File: src/sv/psmooth_pkg.sv
// Package for the three-point polyline smoother.
// Holds sizes, divide-by-three constants, controller states and the
// command and tag structs shared by the controller and the datapath.
package psmooth_pkg;

   localparam int MAX_POINTS = 64;
   localparam int ADDR_W     = $clog2(MAX_POINTS);
   localparam int CNT_W      = $clog2(MAX_POINTS + 1);
   localparam int COORD_W    = 16;
   localparam int POINT_W    = 2 * COORD_W;
   localparam int SUM_W      = COORD_W + 2;
   localparam int MAG_W      = COORD_W + 1;
   localparam int PASS_W     = 8;

   localparam logic [CNT_W-1:0]  MAX_CNT    = CNT_W'(MAX_POINTS);
   localparam logic [PASS_W-1:0] PASS_RESET = PASS_W'(1);

   // floor(m / 3) == (m * RECIP3) >> RECIP_SHIFT for every m below 2**RECIP_SHIFT
   localparam int RECIP_SHIFT = MAG_W + 2;
   localparam int RECIP_W     = MAG_W + 1;
   localparam logic [RECIP_W-1:0] RECIP3 = RECIP_W'(((1 << RECIP_SHIFT) + 2) / 3);
   localparam int PROD_W      = MAG_W + RECIP_W;

   typedef enum logic [2:0] {
      ST_LOAD,
      ST_PASS_ISSUE,
      ST_PASS_DRAIN,
      ST_OUT_READ,
      ST_OUT_SEND
   } state_type;

   // Per-slot tag that rides the smoothing pipeline
   typedef struct packed {
      logic              valid;
      logic              emit;
      logic              has_prev;
      logic              has_next;
      logic [ADDR_W-1:0] dst_addr;
   } tag_type;

   typedef struct packed {
      logic              load_we;
      logic [ADDR_W-1:0] load_addr;
      logic              rd_en;
      logic [ADDR_W-1:0] rd_addr;
      logic              src_is_b;
      tag_type           slot;
   } cmd_type;

   typedef struct packed {
      logic pipe_busy;
   } status_type;

endpackage

File: src/sv/psmooth_ctrl.sv
// Controller of the polyline smoother: load, pass sequencing, drain and
// result send. Depends on psmooth_pkg.
module psmooth_ctrl (
   input  logic                              clock,
   input  logic                              reset,
   input  logic                              csr_wr_en,
   input  logic [psmooth_pkg::PASS_W-1:0]    csr_wr_data,
   input  logic                              req_tvalid,
   output logic                              req_tready,
   input  logic                              req_tlast,
   output logic                              rsp_tvalid,
   input  logic                              rsp_tready,
   output logic                              rsp_tlast,
   output logic                              rsp_dropped,
   output psmooth_pkg::cmd_type              cmd,
   input  psmooth_pkg::status_type           status
);

   localparam int AW = psmooth_pkg::ADDR_W;
   localparam int NW = psmooth_pkg::CNT_W;

   psmooth_pkg::state_type state_ff, state_in;

   logic [psmooth_pkg::PASS_W-1:0] pass_count_ff, pass_left_ff, pass_left_in;
   logic [NW-1:0]                  total_ff, total_in, slot_ff, slot_in;
   logic                           overflow_ff, overflow_in, src_b_ff, src_b_in;
   logic [AW-1:0]                  out_idx_ff, out_idx_in;
   logic                           has_room;
   logic [NW-1:0]                  total_new;
   logic                           out_is_last;

   always_ff @(posedge clock) begin
      if (reset) begin
         state_ff      <= psmooth_pkg::ST_LOAD;
         pass_count_ff <= psmooth_pkg::PASS_RESET;
         pass_left_ff  <= '0;
         total_ff      <= '0;
         slot_ff       <= '0;
         overflow_ff   <= 1'b0;
         src_b_ff      <= 1'b0;
         out_idx_ff    <= '0;
      end else begin
         state_ff      <= state_in;
         pass_left_ff  <= pass_left_in;
         total_ff      <= total_in;
         slot_ff       <= slot_in;
         overflow_ff   <= overflow_in;
         src_b_ff      <= src_b_in;
         out_idx_ff    <= out_idx_in;
         if (csr_wr_en) begin
            pass_count_ff <= csr_wr_data;
         end
      end
   end

   assign has_room    = total_ff < psmooth_pkg::MAX_CNT;
   assign total_new   = has_room ? total_ff + NW'(1) : total_ff;
   assign out_is_last = (NW'(out_idx_ff) + NW'(1)) == total_ff;

   assign rsp_tlast   = out_is_last;
   assign rsp_dropped = overflow_ff;

   always_comb begin
      state_in     = state_ff;
      pass_left_in = pass_left_ff;
      total_in     = total_ff;
      slot_in      = slot_ff;
      overflow_in  = overflow_ff;
      src_b_in     = src_b_ff;
      out_idx_in   = out_idx_ff;
      req_tready   = 1'b0;
      rsp_tvalid   = 1'b0;
      cmd          = '0;
      cmd.src_is_b = src_b_ff;
      cmd.load_addr = total_ff[AW-1:0];

      case (state_ff)
         psmooth_pkg::ST_LOAD: begin
            req_tready = 1'b1;
            if (req_tvalid) begin
               cmd.load_we = has_room;
               total_in    = total_new;
               overflow_in = overflow_ff | ~has_room;
               if (req_tlast) begin
                  if (total_new > NW'(2) && pass_count_ff != '0) begin
                     state_in     = psmooth_pkg::ST_PASS_ISSUE;
                     pass_left_in = pass_count_ff;
                     slot_in      = '0;
                     src_b_in     = 1'b0;
                  end else begin
                     total_in    = '0;
                     overflow_in = 1'b0;
                  end
               end
            end
         end

         // One slot per cycle; the extra slot at the end flushes the window
         psmooth_pkg::ST_PASS_ISSUE: begin
            cmd.rd_en              = slot_ff != total_ff;
            cmd.rd_addr            = slot_ff[AW-1:0];
            cmd.slot.valid         = 1'b1;
            cmd.slot.emit          = slot_ff != '0;
            cmd.slot.has_prev      = slot_ff >= NW'(2);
            cmd.slot.has_next      = slot_ff != total_ff;
            cmd.slot.dst_addr      = AW'(slot_ff - NW'(1));
            if (slot_ff == total_ff) begin
               state_in = psmooth_pkg::ST_PASS_DRAIN;
            end else begin
               slot_in = slot_ff + NW'(1);
            end
         end

         psmooth_pkg::ST_PASS_DRAIN: begin
            if (!status.pipe_busy) begin
               src_b_in     = ~src_b_ff;
               pass_left_in = pass_left_ff - psmooth_pkg::PASS_W'(1);
               slot_in      = '0;
               out_idx_in   = '0;
               if (pass_left_ff == psmooth_pkg::PASS_W'(1)) begin
                  state_in = psmooth_pkg::ST_OUT_READ;
               end else begin
                  state_in = psmooth_pkg::ST_PASS_ISSUE;
               end
            end
         end

         psmooth_pkg::ST_OUT_READ: begin
            cmd.rd_en   = 1'b1;
            cmd.rd_addr = out_idx_ff;
            state_in    = psmooth_pkg::ST_OUT_SEND;
         end

         // Read data stays put in the RAM output register while stalled
         psmooth_pkg::ST_OUT_SEND: begin
            rsp_tvalid = 1'b1;
            if (rsp_tready) begin
               if (out_is_last) begin
                  state_in    = psmooth_pkg::ST_LOAD;
                  total_in    = '0;
                  overflow_in = 1'b0;
               end else begin
                  out_idx_in = out_idx_ff + AW'(1);
                  state_in   = psmooth_pkg::ST_OUT_READ;
               end
            end
         end

         default: begin
            state_in = psmooth_pkg::ST_LOAD;
         end
      endcase
   end

endmodule

File: config.mk
export PLATFORM = sky130hd
export DESIGN_NAME = psmooth_ctrl
export DESIGN_NICKNAME = d
export VERILOG_FILES = /design/src/sv/psmooth_pkg.sv /design/src/sv/psmooth_ctrl.sv
export SDC_FILE = /design/constraint.sdc
export NUM_CORES = 1
export LEC_CHECK = 0
export ABC_AREA = 1
export BUFFER_PORTS_ARGS = -buffer_cell sky130_fd_sc_hd__buf_2
export CORE_ASPECT_RATIO = 1.4
export CORE_MARGIN = 2
export CORE_UTILIZATION = 30
export CTS_CLUSTER_SIZE = 28
export DETAILED_ROUTE_END_ITERATION = 8
export PLACE_DENSITY_LB_ADDON = 0.2
export SYNTH_ARGS = -nofsm -noshare
export SYNTH_HDL_FRONTEND = slang
export SYNTH_SLANG_ARGS = --single-unit
File: constraint.sdc
create_clock -name clock -period 3.5 [get_ports clock]
set_input_delay 0.7 -clock clock [delete_from_list [all_inputs] [get_ports clock]]
set_output_delay 0.7 -clock clock [all_outputs]
set_load 0.02 [all_outputs]
==> results.py <==
metrics = {
    "cts": {
        "cts_resized": 0,
        "clock_sinks": 41,
        "cts-root-buf": "clkbuf_16",
        "cts_buffers": 5,
        "cts.path.max_buffers": 2,
        "cts.clk_slew.worst_paths_ns": 0.06,
        "postCtsSetupRepairBufs": 0,
        "insertion_delay_ns": 0.29,
        "cts_htree_levels": 2,
        "cts-hold-fix-buffers": 0,
        "cts_tree": "built",
    },
    "yosys": {
        "ys_seq_elements": 41,
        "synthesis.area_mm2": 0.00294,
        "synth_cells": 480,
        "synth_largest_area_cell": "dfxtp_1",
        "avgSynthCellArea_um2": 6.13,
        "ys_top_cells_by_area": "dfxtp_1 (28%), nand2_1 (16%), nor2_1 (10%)",
        "ys_warn_count": 0,
        "ys_types": 35,
        "synth_nets": 503,
        "synth_seq_area_share_pct": 27.9,
        "netlist.area_leader.share_pct": 27.9,
    },
    "routing": {
        "first_pass_iters": 5,
        "postRouteAntennaNets": 0,
        "via_per_inst": 4.72,
        "drt-initial-drc-count": 171,
        "route.detailed.drc": 0,
        "route.detailed.wl_per_inst_um": 13.1,
        "wirelength_um": 8400,
        "num_vias": 3030,
    },
    "setup_path": {
        "crit_type": "register to output pin",
        "arrival_ns": 2.01,
        "r2r-end": "out_idx_ff[5]",
        "path_cells": "inv_2 > nand2_1 > nor2_2 > clkinv_1 > nor3_1 > buf_2",
        "cp-start-kind": "register",
        "reg2reg_depth": 10,
        "cpLargestDelayFamily": "buffers and inverters",
        "cpMaxStageDelayCell": "clkinv_1",
        "crit_fanout": 19,
        "r2r_start": "state_ff[2]",
        "crit_buf_inv": 3,
        "crit_required_ns": 2.80,
        "cpPeakStageDelay_ns": 0.46,
        "cp.depth": 6,
        "r2r_setup_slack_ns": 1.24,
        "crit_path_end_kind": "output pin",
    },
    "layout": {
        "drive_above_1_share_pct": 14.9,
        "num-nets-final": 532,
        "diodes": 0,
        "layoutNonFillerInstCount": 642,
        "final_area_mm2": 0.00333,
        "areaGrowthSynthToFinish_pct": 13.1,
    },
    "pwr": {
        "peakVddDrop_mv": 0.275,
        "power_density_mw_per_mm2": 823,
        "p_clk_share_pct": 16.7,
        "power_switching_share_pct": 51.3,
        "power_switching_uw": 1410,
        "power_frac_comb_pct": 55.9,
        "intPower_uw": 1330,
        "seqPwrFrac_pct": 27.4,
        "p_leak_uw": 0.00158,
    },
    "die": {
        "die_h_um": 121,
        "rows": 42,
        "fp.dieW_um": 87.7,
        "start_util_pct": 30.9,
        "ios": 44,
        "die_area_mm2": 0.0106,
        "core_area_mm2": 0.00951,
    },
    "sta": {
        "hold_violations": 0,
        "post-route-min-period_ns": 2.71,
        "worst_pin_slew_ns": 0.668,
        "timing.slew.headroom_pct": 55.3,
        "post-route-period-util_pct": 77.5,
        "rsz0062_at_grt": "false",
        "setup_tns_ns": 0,
        "fin_worst_skew_ns": 0.00778,
        "fin_hold_ws_ns": 0.476,
        "fmax_ghz": 0.369,
        "finalSetupViolations": 0,
        "fin_ws_ns": 0.788,
        "slew_violations": 0,
    },
    "placement": {
        "post-place-cells": 634,
        "globalplace.congestion": 0.910,
        "port_buffers": 43,
        "pre_cts_slack_ns": 1.09,
        "hpwl_um": 6550,
        "place_area_mm2": 0.00318,
    },
    "min_path": {
        "holdCritStartpoint": "pass_count_ff[3]",
        "hold_depth": 2,
        "hold_path.class": "register to register",
        "hold_path_end": "pass_count_ff[3]",
    },
    "global_routing": {
        "gr-total-overflow": 0,
        "grt_pass1_vias": 2781,
        "antenna_found_initial": 0,
        "grt_first_pass_wirelength_um": 13700,
        "grt_max_degree": 20,
        "grt_use_total_pct": 16.5,
    },
    "status": {
        "status": "finished clean",
    },
    "run": {
        "cap_violations": 0,
    },
}
## power groups by stage
stage / clock network [uW] / logic (uW) / registers, uW
floorplan: 0 / 1290 / 686
global placement: 0 / 1520 / 762
detailed placement: 0 / 1530 / 762
CTS: 476 / 1540 / 752
global route: 498 / 1760 / 767
finish: 459 / 1530 / 750
## cell usage in the layout, fill, tap and decap left out, types with 4 or more instances in the layout
master and n:
nand2_1 123, clkbuf_16 5, nor2_1 82, nand4_1 15
ha_1 8, xor2_1 8, buf_2 43, nor2_2 4
nand3_1 22, o21ai_0 25, inv_2 4, o22ai_1 5
nor3_1 7, inv_1 53, a21oi_1 31, dfxtp_1 41
## worst reg2reg max path, cell delays in order (launching register included)
cell and delay, ns:
dfxtp_1 0.38, nor2_4 0.14, inv_1 0.07, nor2_1 0.51
nand2_2 0.32, nand2_1 0.20, a21oi_1 0.06, nand2_1 0.19
inv_1 0.12, nor2_1 0.12, nor2_1 0.06
## worst max-delay path by stage
stage	end	slack [ns]	from
after floorplan	cmd[12]	0.97	state_ff[2]
after global placement	cmd[12]	1.15	state_ff[2]
after detailed placement	cmd[3]	1.09	state_ff[2]
after CTS	cmd[3]	0.77	state_ff[2]
after global routing	cmd[12]	0.61	state_ff[2]
final	cmd[3]	0.79	state_ff[2]
## cell usage after synthesis
library cell and n:
o21ai_1 2, a21oi_2 3, nand3_1 22, o21bai_2 1, nand4_4 1, nand2_4 2
nand2_1 123, nor2_2 4, nor2_1 82, o21ai_0 25, buf_2 3, or2_1 1
a31oi_1 2, clkbuf_2 1, inv_2 4, or2_2 1, o22ai_1 5, inv_4 1
nand3_2 1, a22o_1 1, xor2_1 8, nor2_4 3, dfxtp_1 41, nand2_2 3
clkinv_1 2, nor3_1 7, a21oi_1 31, nand4_1 15, xnor2_1 3, inv_1 53
ha_1 8, buf_4 11, clkbuf_1 5, nor4_1 3, buf_6 2
## state kept, by name, summed over array words and instances, names as in the netlist
register       count
pass_left_ff       8
pass_count_ff      8
src_b_ff           1
total_ff           7
rsp_dropped        1
state_ff           3
slot_ff            7
out_idx_ff         6
## stage by stage
step / utilization [%] / total power (uW)
after floorplan: - / 1980
after global placement: 33.5 / 2290
after detailed placement: 33.5 / 2290
after CTS: 35.0 / 2770
after global routing: 35.0 / 3020
final: 35.0 / 2740
## final cells by class
cell class | instances | area, um2
clock inverter | 3 | 17.5
timing repair buffer | 44 | 223
sequential | 41 | 821
inverter | 60 | 228
fill | 1074 | 6180
multi-input combinational | 357 | 1750
tap | 132 | 165
clock buffer | 5 | 125
## metal layers
layer  wire length (um)  vias to the layer above  global-route usage (%)
met4                201                        0                    5.58
li1                   -                     1578                       -
met3                397                       11                    2.86
met2               4240                       79                    29.3
met5                  0                        -                       0
met1               3570                     1362                    19.7
## cells by family (layout without fill, tap and decap cells)
logic type | after synthesis | in the layout | share of synthesized area [%]
DFF | 41 | 41 | 27.9
AOI/OAI and AO/OA | 70 | 70 | 12.9
adders and majority gates | 8 | 8 | 3.40
and+or+nand+nor | 268 | 268 | 39.8
xor gates and xnor gates | 11 | 11 | 3.28
buffers and inverters | 82 | 112 | 12.6
Note: power is estimated with default switching activity, not from simulation.
