===== src/sv/psmooth_pkg.sv =====
// Package for the three-point polyline smoother.
// Holds sizes, divide-by-three constants, controller states and the
// command and tag structs shared by the controller and the datapath.
package psmooth_pkg;

   localparam int MAX_POINTS = 64;
   localparam int ADDR_W     = $clog2(MAX_POINTS);
   localparam int CNT_W      = $clog2(MAX_POINTS + 1);
   localparam int COORD_W    = 16;
   localparam int POINT_W    = 2 * COORD_W;
   localparam int SUM_W      = COORD_W + 2;
   localparam int MAG_W      = COORD_W + 1;
   localparam int PASS_W     = 8;

   localparam logic [CNT_W-1:0]  MAX_CNT    = CNT_W'(MAX_POINTS);
   localparam logic [PASS_W-1:0] PASS_RESET = PASS_W'(1);

   // floor(m / 3) == (m * RECIP3) >> RECIP_SHIFT for every m below 2**RECIP_SHIFT
   localparam int RECIP_SHIFT = MAG_W + 2;
   localparam int RECIP_W     = MAG_W + 1;
   localparam logic [RECIP_W-1:0] RECIP3 = RECIP_W'(((1 << RECIP_SHIFT) + 2) / 3);
   localparam int PROD_W      = MAG_W + RECIP_W;

   typedef enum logic [2:0] {
      ST_LOAD,
      ST_PASS_ISSUE,
      ST_PASS_DRAIN,
      ST_OUT_READ,
      ST_OUT_SEND
   } state_type;

   // Per-slot tag that rides the smoothing pipeline
   typedef struct packed {
      logic              valid;
      logic              emit;
      logic              has_prev;
      logic              has_next;
      logic [ADDR_W-1:0] dst_addr;
   } tag_type;

   typedef struct packed {
      logic              load_we;
      logic [ADDR_W-1:0] load_addr;
      logic              rd_en;
      logic [ADDR_W-1:0] rd_addr;
      logic              src_is_b;
      tag_type           slot;
   } cmd_type;

   typedef struct packed {
      logic pipe_busy;
   } status_type;

endpackage


===== src/sv/psmooth_ram.sv =====
// Generic single-write, single-read RAM with registered read data.
// No package dependency.
module psmooth_ram #(
   parameter int WIDTH = 32,
   parameter int DEPTH = 64
) (
   input  logic                     clock,
   input  logic                     we,
   input  logic [$clog2(DEPTH)-1:0] waddr,
   input  logic [WIDTH-1:0]         wdata,
   input  logic                     re,
   input  logic [$clog2(DEPTH)-1:0] raddr,
   output logic [WIDTH-1:0]         rdata
);

   logic [WIDTH-1:0] mem_ff [DEPTH];
   logic [WIDTH-1:0] rdata_ff;

   always_ff @(posedge clock) begin
      if (we) begin
         mem_ff[waddr] <= wdata;
      end
      if (re) begin
         rdata_ff <= mem_ff[raddr];
      end
   end

   assign rdata = rdata_ff;

endmodule


===== src/sv/psmooth_dp.sv =====
// Datapath of the polyline smoother: two point stores, the three-point
// window and the mean pipeline. Depends on psmooth_pkg and psmooth_ram.
module psmooth_dp (
   input  logic                                clock,
   input  logic                                reset,
   input  psmooth_pkg::cmd_type                cmd,
   input  logic [psmooth_pkg::POINT_W-1:0]     load_point,
   output psmooth_pkg::status_type             status,
   output logic [psmooth_pkg::POINT_W-1:0]     rd_point
);

   localparam int CW = psmooth_pkg::COORD_W;

   logic                                   we_a;
   logic                                   we_b;
   logic [psmooth_pkg::ADDR_W-1:0]         waddr_a;
   logic [psmooth_pkg::POINT_W-1:0]        wdata_a;
   logic [psmooth_pkg::POINT_W-1:0]        rdata_a;
   logic [psmooth_pkg::POINT_W-1:0]        rdata_b;
   logic [psmooth_pkg::POINT_W-1:0]        res_point;

   psmooth_pkg::tag_type tag1_ff, tag2_ff, tag3_ff, tag4_ff;

   logic signed [CW-1:0] prev_x_ff, prev_y_ff, cur_x_ff, cur_y_ff, nxt_x_ff, nxt_y_ff;

   logic signed [psmooth_pkg::SUM_W-1:0] sum_x, sum_y;
   logic                                 neg_x_ff, neg_y_ff, neg_x4_ff, neg_y4_ff;
   logic [psmooth_pkg::MAG_W-1:0]        mag_x_ff, mag_y_ff;
   logic [psmooth_pkg::PROD_W-1:0]       prod_x, prod_y;
   logic [CW-1:0]                        q_x_ff, q_y_ff;
   logic [CW-1:0]                        res_x, res_y;

   // Store A takes loaded points and the output of passes reading store B
   assign we_a    = cmd.load_we | (tag4_ff.valid & tag4_ff.emit & cmd.src_is_b);
   assign we_b    = tag4_ff.valid & tag4_ff.emit & ~cmd.src_is_b;
   assign waddr_a = cmd.load_we ? cmd.load_addr : tag4_ff.dst_addr;
   assign wdata_a = cmd.load_we ? load_point : res_point;

   psmooth_ram #(
      .WIDTH (psmooth_pkg::POINT_W),
      .DEPTH (psmooth_pkg::MAX_POINTS)
   ) u_store_a (
      .clock (clock),
      .we    (we_a),
      .waddr (waddr_a),
      .wdata (wdata_a),
      .re    (cmd.rd_en & ~cmd.src_is_b),
      .raddr (cmd.rd_addr),
      .rdata (rdata_a)
   );

   psmooth_ram #(
      .WIDTH (psmooth_pkg::POINT_W),
      .DEPTH (psmooth_pkg::MAX_POINTS)
   ) u_store_b (
      .clock (clock),
      .we    (we_b),
      .waddr (tag4_ff.dst_addr),
      .wdata (res_point),
      .re    (cmd.rd_en & cmd.src_is_b),
      .raddr (cmd.rd_addr),
      .rdata (rdata_b)
   );

   assign rd_point = cmd.src_is_b ? rdata_b : rdata_a;

   // Tag pipeline; stage 1 lines up with the RAM read latency
   always_ff @(posedge clock) begin
      if (reset) begin
         tag1_ff <= '0;
         tag2_ff <= '0;
         tag3_ff <= '0;
         tag4_ff <= '0;
      end else begin
         tag1_ff <= cmd.slot;
         tag2_ff <= tag1_ff;
         tag3_ff <= tag2_ff;
         tag4_ff <= tag3_ff;
      end
   end

   assign status.pipe_busy = tag1_ff.valid | tag2_ff.valid | tag3_ff.valid | tag4_ff.valid;

   // Window shift: nxt is the point just read, cur the one being smoothed
   always_ff @(posedge clock) begin
      if (tag1_ff.valid) begin
         prev_x_ff <= cur_x_ff;
         prev_y_ff <= cur_y_ff;
         cur_x_ff  <= nxt_x_ff;
         cur_y_ff  <= nxt_y_ff;
         nxt_x_ff  <= rd_point[CW-1:0];
         nxt_y_ff  <= rd_point[2*CW-1:CW];
      end
   end

   always_comb begin
      sum_x = psmooth_pkg::SUM_W'(cur_x_ff);
      sum_y = psmooth_pkg::SUM_W'(cur_y_ff);
      if (tag2_ff.has_prev) begin
         sum_x = sum_x + psmooth_pkg::SUM_W'(prev_x_ff);
         sum_y = sum_y + psmooth_pkg::SUM_W'(prev_y_ff);
      end
      if (tag2_ff.has_next) begin
         sum_x = sum_x + psmooth_pkg::SUM_W'(nxt_x_ff);
         sum_y = sum_y + psmooth_pkg::SUM_W'(nxt_y_ff);
      end
   end

   // Sign and magnitude, so the divide truncates toward zero
   always_ff @(posedge clock) begin
      neg_x_ff <= sum_x[psmooth_pkg::SUM_W-1];
      neg_y_ff <= sum_y[psmooth_pkg::SUM_W-1];
      mag_x_ff <= psmooth_pkg::MAG_W'(sum_x[psmooth_pkg::SUM_W-1] ? -sum_x : sum_x);
      mag_y_ff <= psmooth_pkg::MAG_W'(sum_y[psmooth_pkg::SUM_W-1] ? -sum_y : sum_y);
   end

   assign prod_x = psmooth_pkg::PROD_W'(mag_x_ff) * psmooth_pkg::PROD_W'(psmooth_pkg::RECIP3);
   assign prod_y = psmooth_pkg::PROD_W'(mag_y_ff) * psmooth_pkg::PROD_W'(psmooth_pkg::RECIP3);

   // Interior points divide by three, end points by two
   always_ff @(posedge clock) begin
      neg_x4_ff <= neg_x_ff;
      neg_y4_ff <= neg_y_ff;
      if (tag3_ff.has_prev & tag3_ff.has_next) begin
         q_x_ff <= prod_x[psmooth_pkg::RECIP_SHIFT +: CW];
         q_y_ff <= prod_y[psmooth_pkg::RECIP_SHIFT +: CW];
      end else begin
         q_x_ff <= mag_x_ff[psmooth_pkg::MAG_W-1:1];
         q_y_ff <= mag_y_ff[psmooth_pkg::MAG_W-1:1];
      end
   end

   assign res_x     = neg_x4_ff ? -q_x_ff : q_x_ff;
   assign res_y     = neg_y4_ff ? -q_y_ff : q_y_ff;
   assign res_point = {res_y, res_x};

endmodule


===== config.mk =====
export PLATFORM = sky130hd
export DESIGN_NAME = psmooth_dp
export DESIGN_NICKNAME = d
export VERILOG_FILES = /design/src/sv/psmooth_pkg.sv /design/src/sv/psmooth_ram.sv /design/src/sv/psmooth_dp.sv
export SDC_FILE = /design/constraint.sdc
export NUM_CORES = 2
export LEC_CHECK = 0
export ABC_AREA = 1
export ABC_CLOCK_PERIOD_IN_PS = 13400
export BUFFER_PORTS_ARGS = -buffer_cell sky130_fd_sc_hd__buf_2
export CAP_MARGIN = 20
export CORE_MARGIN = 4
export CORE_UTILIZATION = 31
export CTS_CLUSTER_SIZE = 40
export DETAILED_ROUTE_END_ITERATION = 7
export PLACE_DENSITY = 0.55
export SYNTH_ARGS = -nofsm -noshare
export SYNTH_HDL_FRONTEND = slang
export SYNTH_SLANG_ARGS = --single-unit

===== constraint.sdc =====
create_clock -name clock -period 13.4 [get_ports clock]
set_clock_uncertainty 0.2 [all_clocks]
set_input_delay 2.01 -clock clock [delete_from_list [all_inputs] [get_ports clock]]
set_output_delay 2.01 -clock clock [all_outputs]
set_load 0.02 [all_outputs]

==> flow_summary.ini <==
[power]
comb_power_share_pct = 36.7
intPower_mw = 27.7
p_sw_mw = 16.1
peakVddDrop_mv = 0.637
switching_share_pct = 36.8
p_leak_nw = 68.4
clkPwrFrac_pct = 26.4
pwr-share-seq_pct = 36.9
power_density_nw_per_um2 = 211

[timing]
finalWorstSetupSlack_ns = 7.15
setup_tns_ns = 0
setup_viol = 0
drv_slew = 0
maxSlewHeadroom_pct = 20.4
worst_pin_slew_ns = 1.19
hold_violations = 0
rsz0062_at_grt = false
max_freq_mhz = 160
period_needed_ns = 6.25
fin_crit_sh_pct = 46.6

[die]
die_area_um2 = 605000
io_pins = 92
start_util_pct = 31.1
row_count = 282
die_x_um = 778
core-area_um2 = 590000
die_h_um = 778

[global_routing]
grt_pass1_wl_mm = 839
grt_pass1_vias = 115210
track_usage_pct = 18.7
antenna_found_initial = 32
grt_max_degree = 182
grt-ovfl-total = 0

[clock_tree]
clk_latency_ns = 1.04
cts_sinks = 4364
post_cts_buffers = 0
clock_path_buffers = 4
cts_tree = built
cts_hold_buf = 0
cts.repair.resized = 0
cts.root.buffer_cell = clkbuf_16
h-tree-depth = 5
clk_pin_slew_ns = 0.06
numCtsBuffers = 423

[logic_synthesis]
yosysMostFrequentCell = edfxtp_1
syn_area_um2 = 184000
syn_area_per_cell_um2 = 12.3
ys_top_cells_by_area = edfxtp_1 (70%), o21ai_0 (6.8%), nor2_1 (6.3%), o22ai_1 (4.3%), ha_1 (2.1%)
synth_flop_cell = edfxtp_1
ys_seq_area_share_pct = 70.7
yosysTopAreaCellShare_pct = 69.5
ys_ff_latch = 4364
synth_cell_types = 46
syn_inst = 14925
yosys.area.top_type = edfxtp_1
yosysWarnings = 0
synth_edf_count = 4256
yosys-top-cells-count = edfxtp_1 (4,256), nor2_1 (3,079), o21ai_0 (2,513), o22ai_1 (1,277), nand2_1 (852)
synth_nets = 15462
synthArstFlopShare_pct = 0

[route]
viasPerCell = 5.34
via_count = 123007
drc_errors = 0
first_iter_violations = 14670
post_drt_wl_per_cell_um = 25.6
dr.pass1.iters = 8
ant_nets = 0
finalWirelength_mm = 590

[place]
dp_worst_setup_slack_ns = 6.39
io_buffers = 91
routabilityCongestion = 0.846
place_hpwl_mm = 323

[hold_path]
hold_path_class = register to register

[worst_setup_path]
crit_fanout = 36
cp.arrival_ns = 4.04
worstSetupEndpointType = primary output
worstPathRequired_ns = 11.19
worstSetupStartpointType = input port
crit_type = input port to primary output

[job]
drv_cap = 0

[layout]
fillers = 57224
seq_area_um2 = 130000
multi_input_area_um2 = 49200
final_nets = 15390
areaGrowthSynthToFinish_pct = 13.1
drive_gt1_share_pct = 8.13

[status]
run_status = finished clean
-- routing by layer --
metal / part of all wire, % / vias up / track usage [%]
met5: 0.019 / - / 0
met4: 3.8 / 16 / 6.55
met3: 8.4 / 906 / 3.47
met2: 46 / 5284 / 29.8
met1: 42 / 62384 / 25.7
li1: - / 54417 / -
-- sequential cells by signal, summed over array words and instances (netlist names) --
signal            count
u_store_a.mem_ff   2048
u_store_b.mem_ff   2048
u_store_a.rdata      32
u_store_b.rdata      32
mag_x_ff             17
mag_y_ff             17
cur_x_ff             16
cur_y_ff             16
nxt_x_ff             16
nxt_y_ff             16
prev_x_ff            16
prev_y_ff            16
q_x_ff               16
q_y_ff               16
tag1_ff              10
tag2_ff              10
tag3_ff              10
tag4_ff               8
neg_x4_ff             1
neg_x_ff              1
neg_y4_ff             1
neg_y_ff              1
-- layout make-up --
cell class	instances	area share (%)
flip-flops and latches	4364	62.5
repair buffers	439	1.70
clock buffers	526	5.35
inverters	563	1.04
clock inverters	240	0.967
diodes	42	0.0506
well taps	7810	4.70
multi-input cells	9062	23.7
-- path summary, 6_finish.rpt --
kind               start            to  slack, ns  depth (start not counted)
max              cmd[10]  rd_point[12]       7.15                          7
min             neg_y_ff     neg_y4_ff       0.13                          0
max reg2reg  mag_x_ff[4]     q_x_ff[1]       7.53                         21
min reg2reg     neg_y_ff     neg_y4_ff       0.13                          0
-- power by group through the flow --
stage | Sequential (mW) | Combinational (mW) | Clock, mW
3_3_place_gp | 16.4 | 15.7 | 0
4_1_cts | 16.1 | 16.0 | 11.7
2_1_floorplan | 16.4 | 11.1 | 0
5_1_grt | 16.1 | 18.3 | 12.3
3_5_place_dp | 16.4 | 15.9 | 0
6_report | 16.1 | 16.1 | 11.6
-- worst max-delay path: stages --
cell and delay (ns):
buf_2 0.08, buf_4 0.54, inv_1 0.22, buf_4 0.37, nand2_1 0.12, nand2_1 0.34, buf_2 0.31
-- layout by cell type, fill, tap and decap left out, drive strengths merged, types with 170 or more instances in the layout --
cell	instances
buf	439
clkbuf	526
clkinv	189
edfxtp	4256
fa	170
ha	308
inv	577
nand2	853
nand3	211
nor2	3080
o21ai	2717
o22ai	1277
-- cell families (layout without fill, tap and decap cells) --
kind of cell / after synthesis / in the layout / share of synthesized area, %
simple gates: 4249 / 4249 / 8.97
flops: 4364 / 4364 / 70.7
fa+ha+maj: 478 / 478 / 3.95
xor+xnor: 66 / 66 / 0.315
buf+inv: 1499 / 1768 / 3.35
compound gates: 4269 / 4269 / 12.7
other cells: 0 / 42 / 0
-- metrics by stage --
stage	area, um^2	utilization (%)	hold slack [ns]	cells	power (mW)
2_1_floorplan	184000	-	0.110	14925	27.5
3_3_place_gp	194000	32.9	0.116	22220	32.2
3_5_place_dp	194000	32.9	0.114	22230	32.3
4_1_cts	208000	35.2	0.129	22996	43.9
5_1_grt	208000	35.2	0.144	23006	46.7
6_report	208000	35.2	0.125	23046	43.8
No activity file was read; power rests on OpenSTA's default activity.
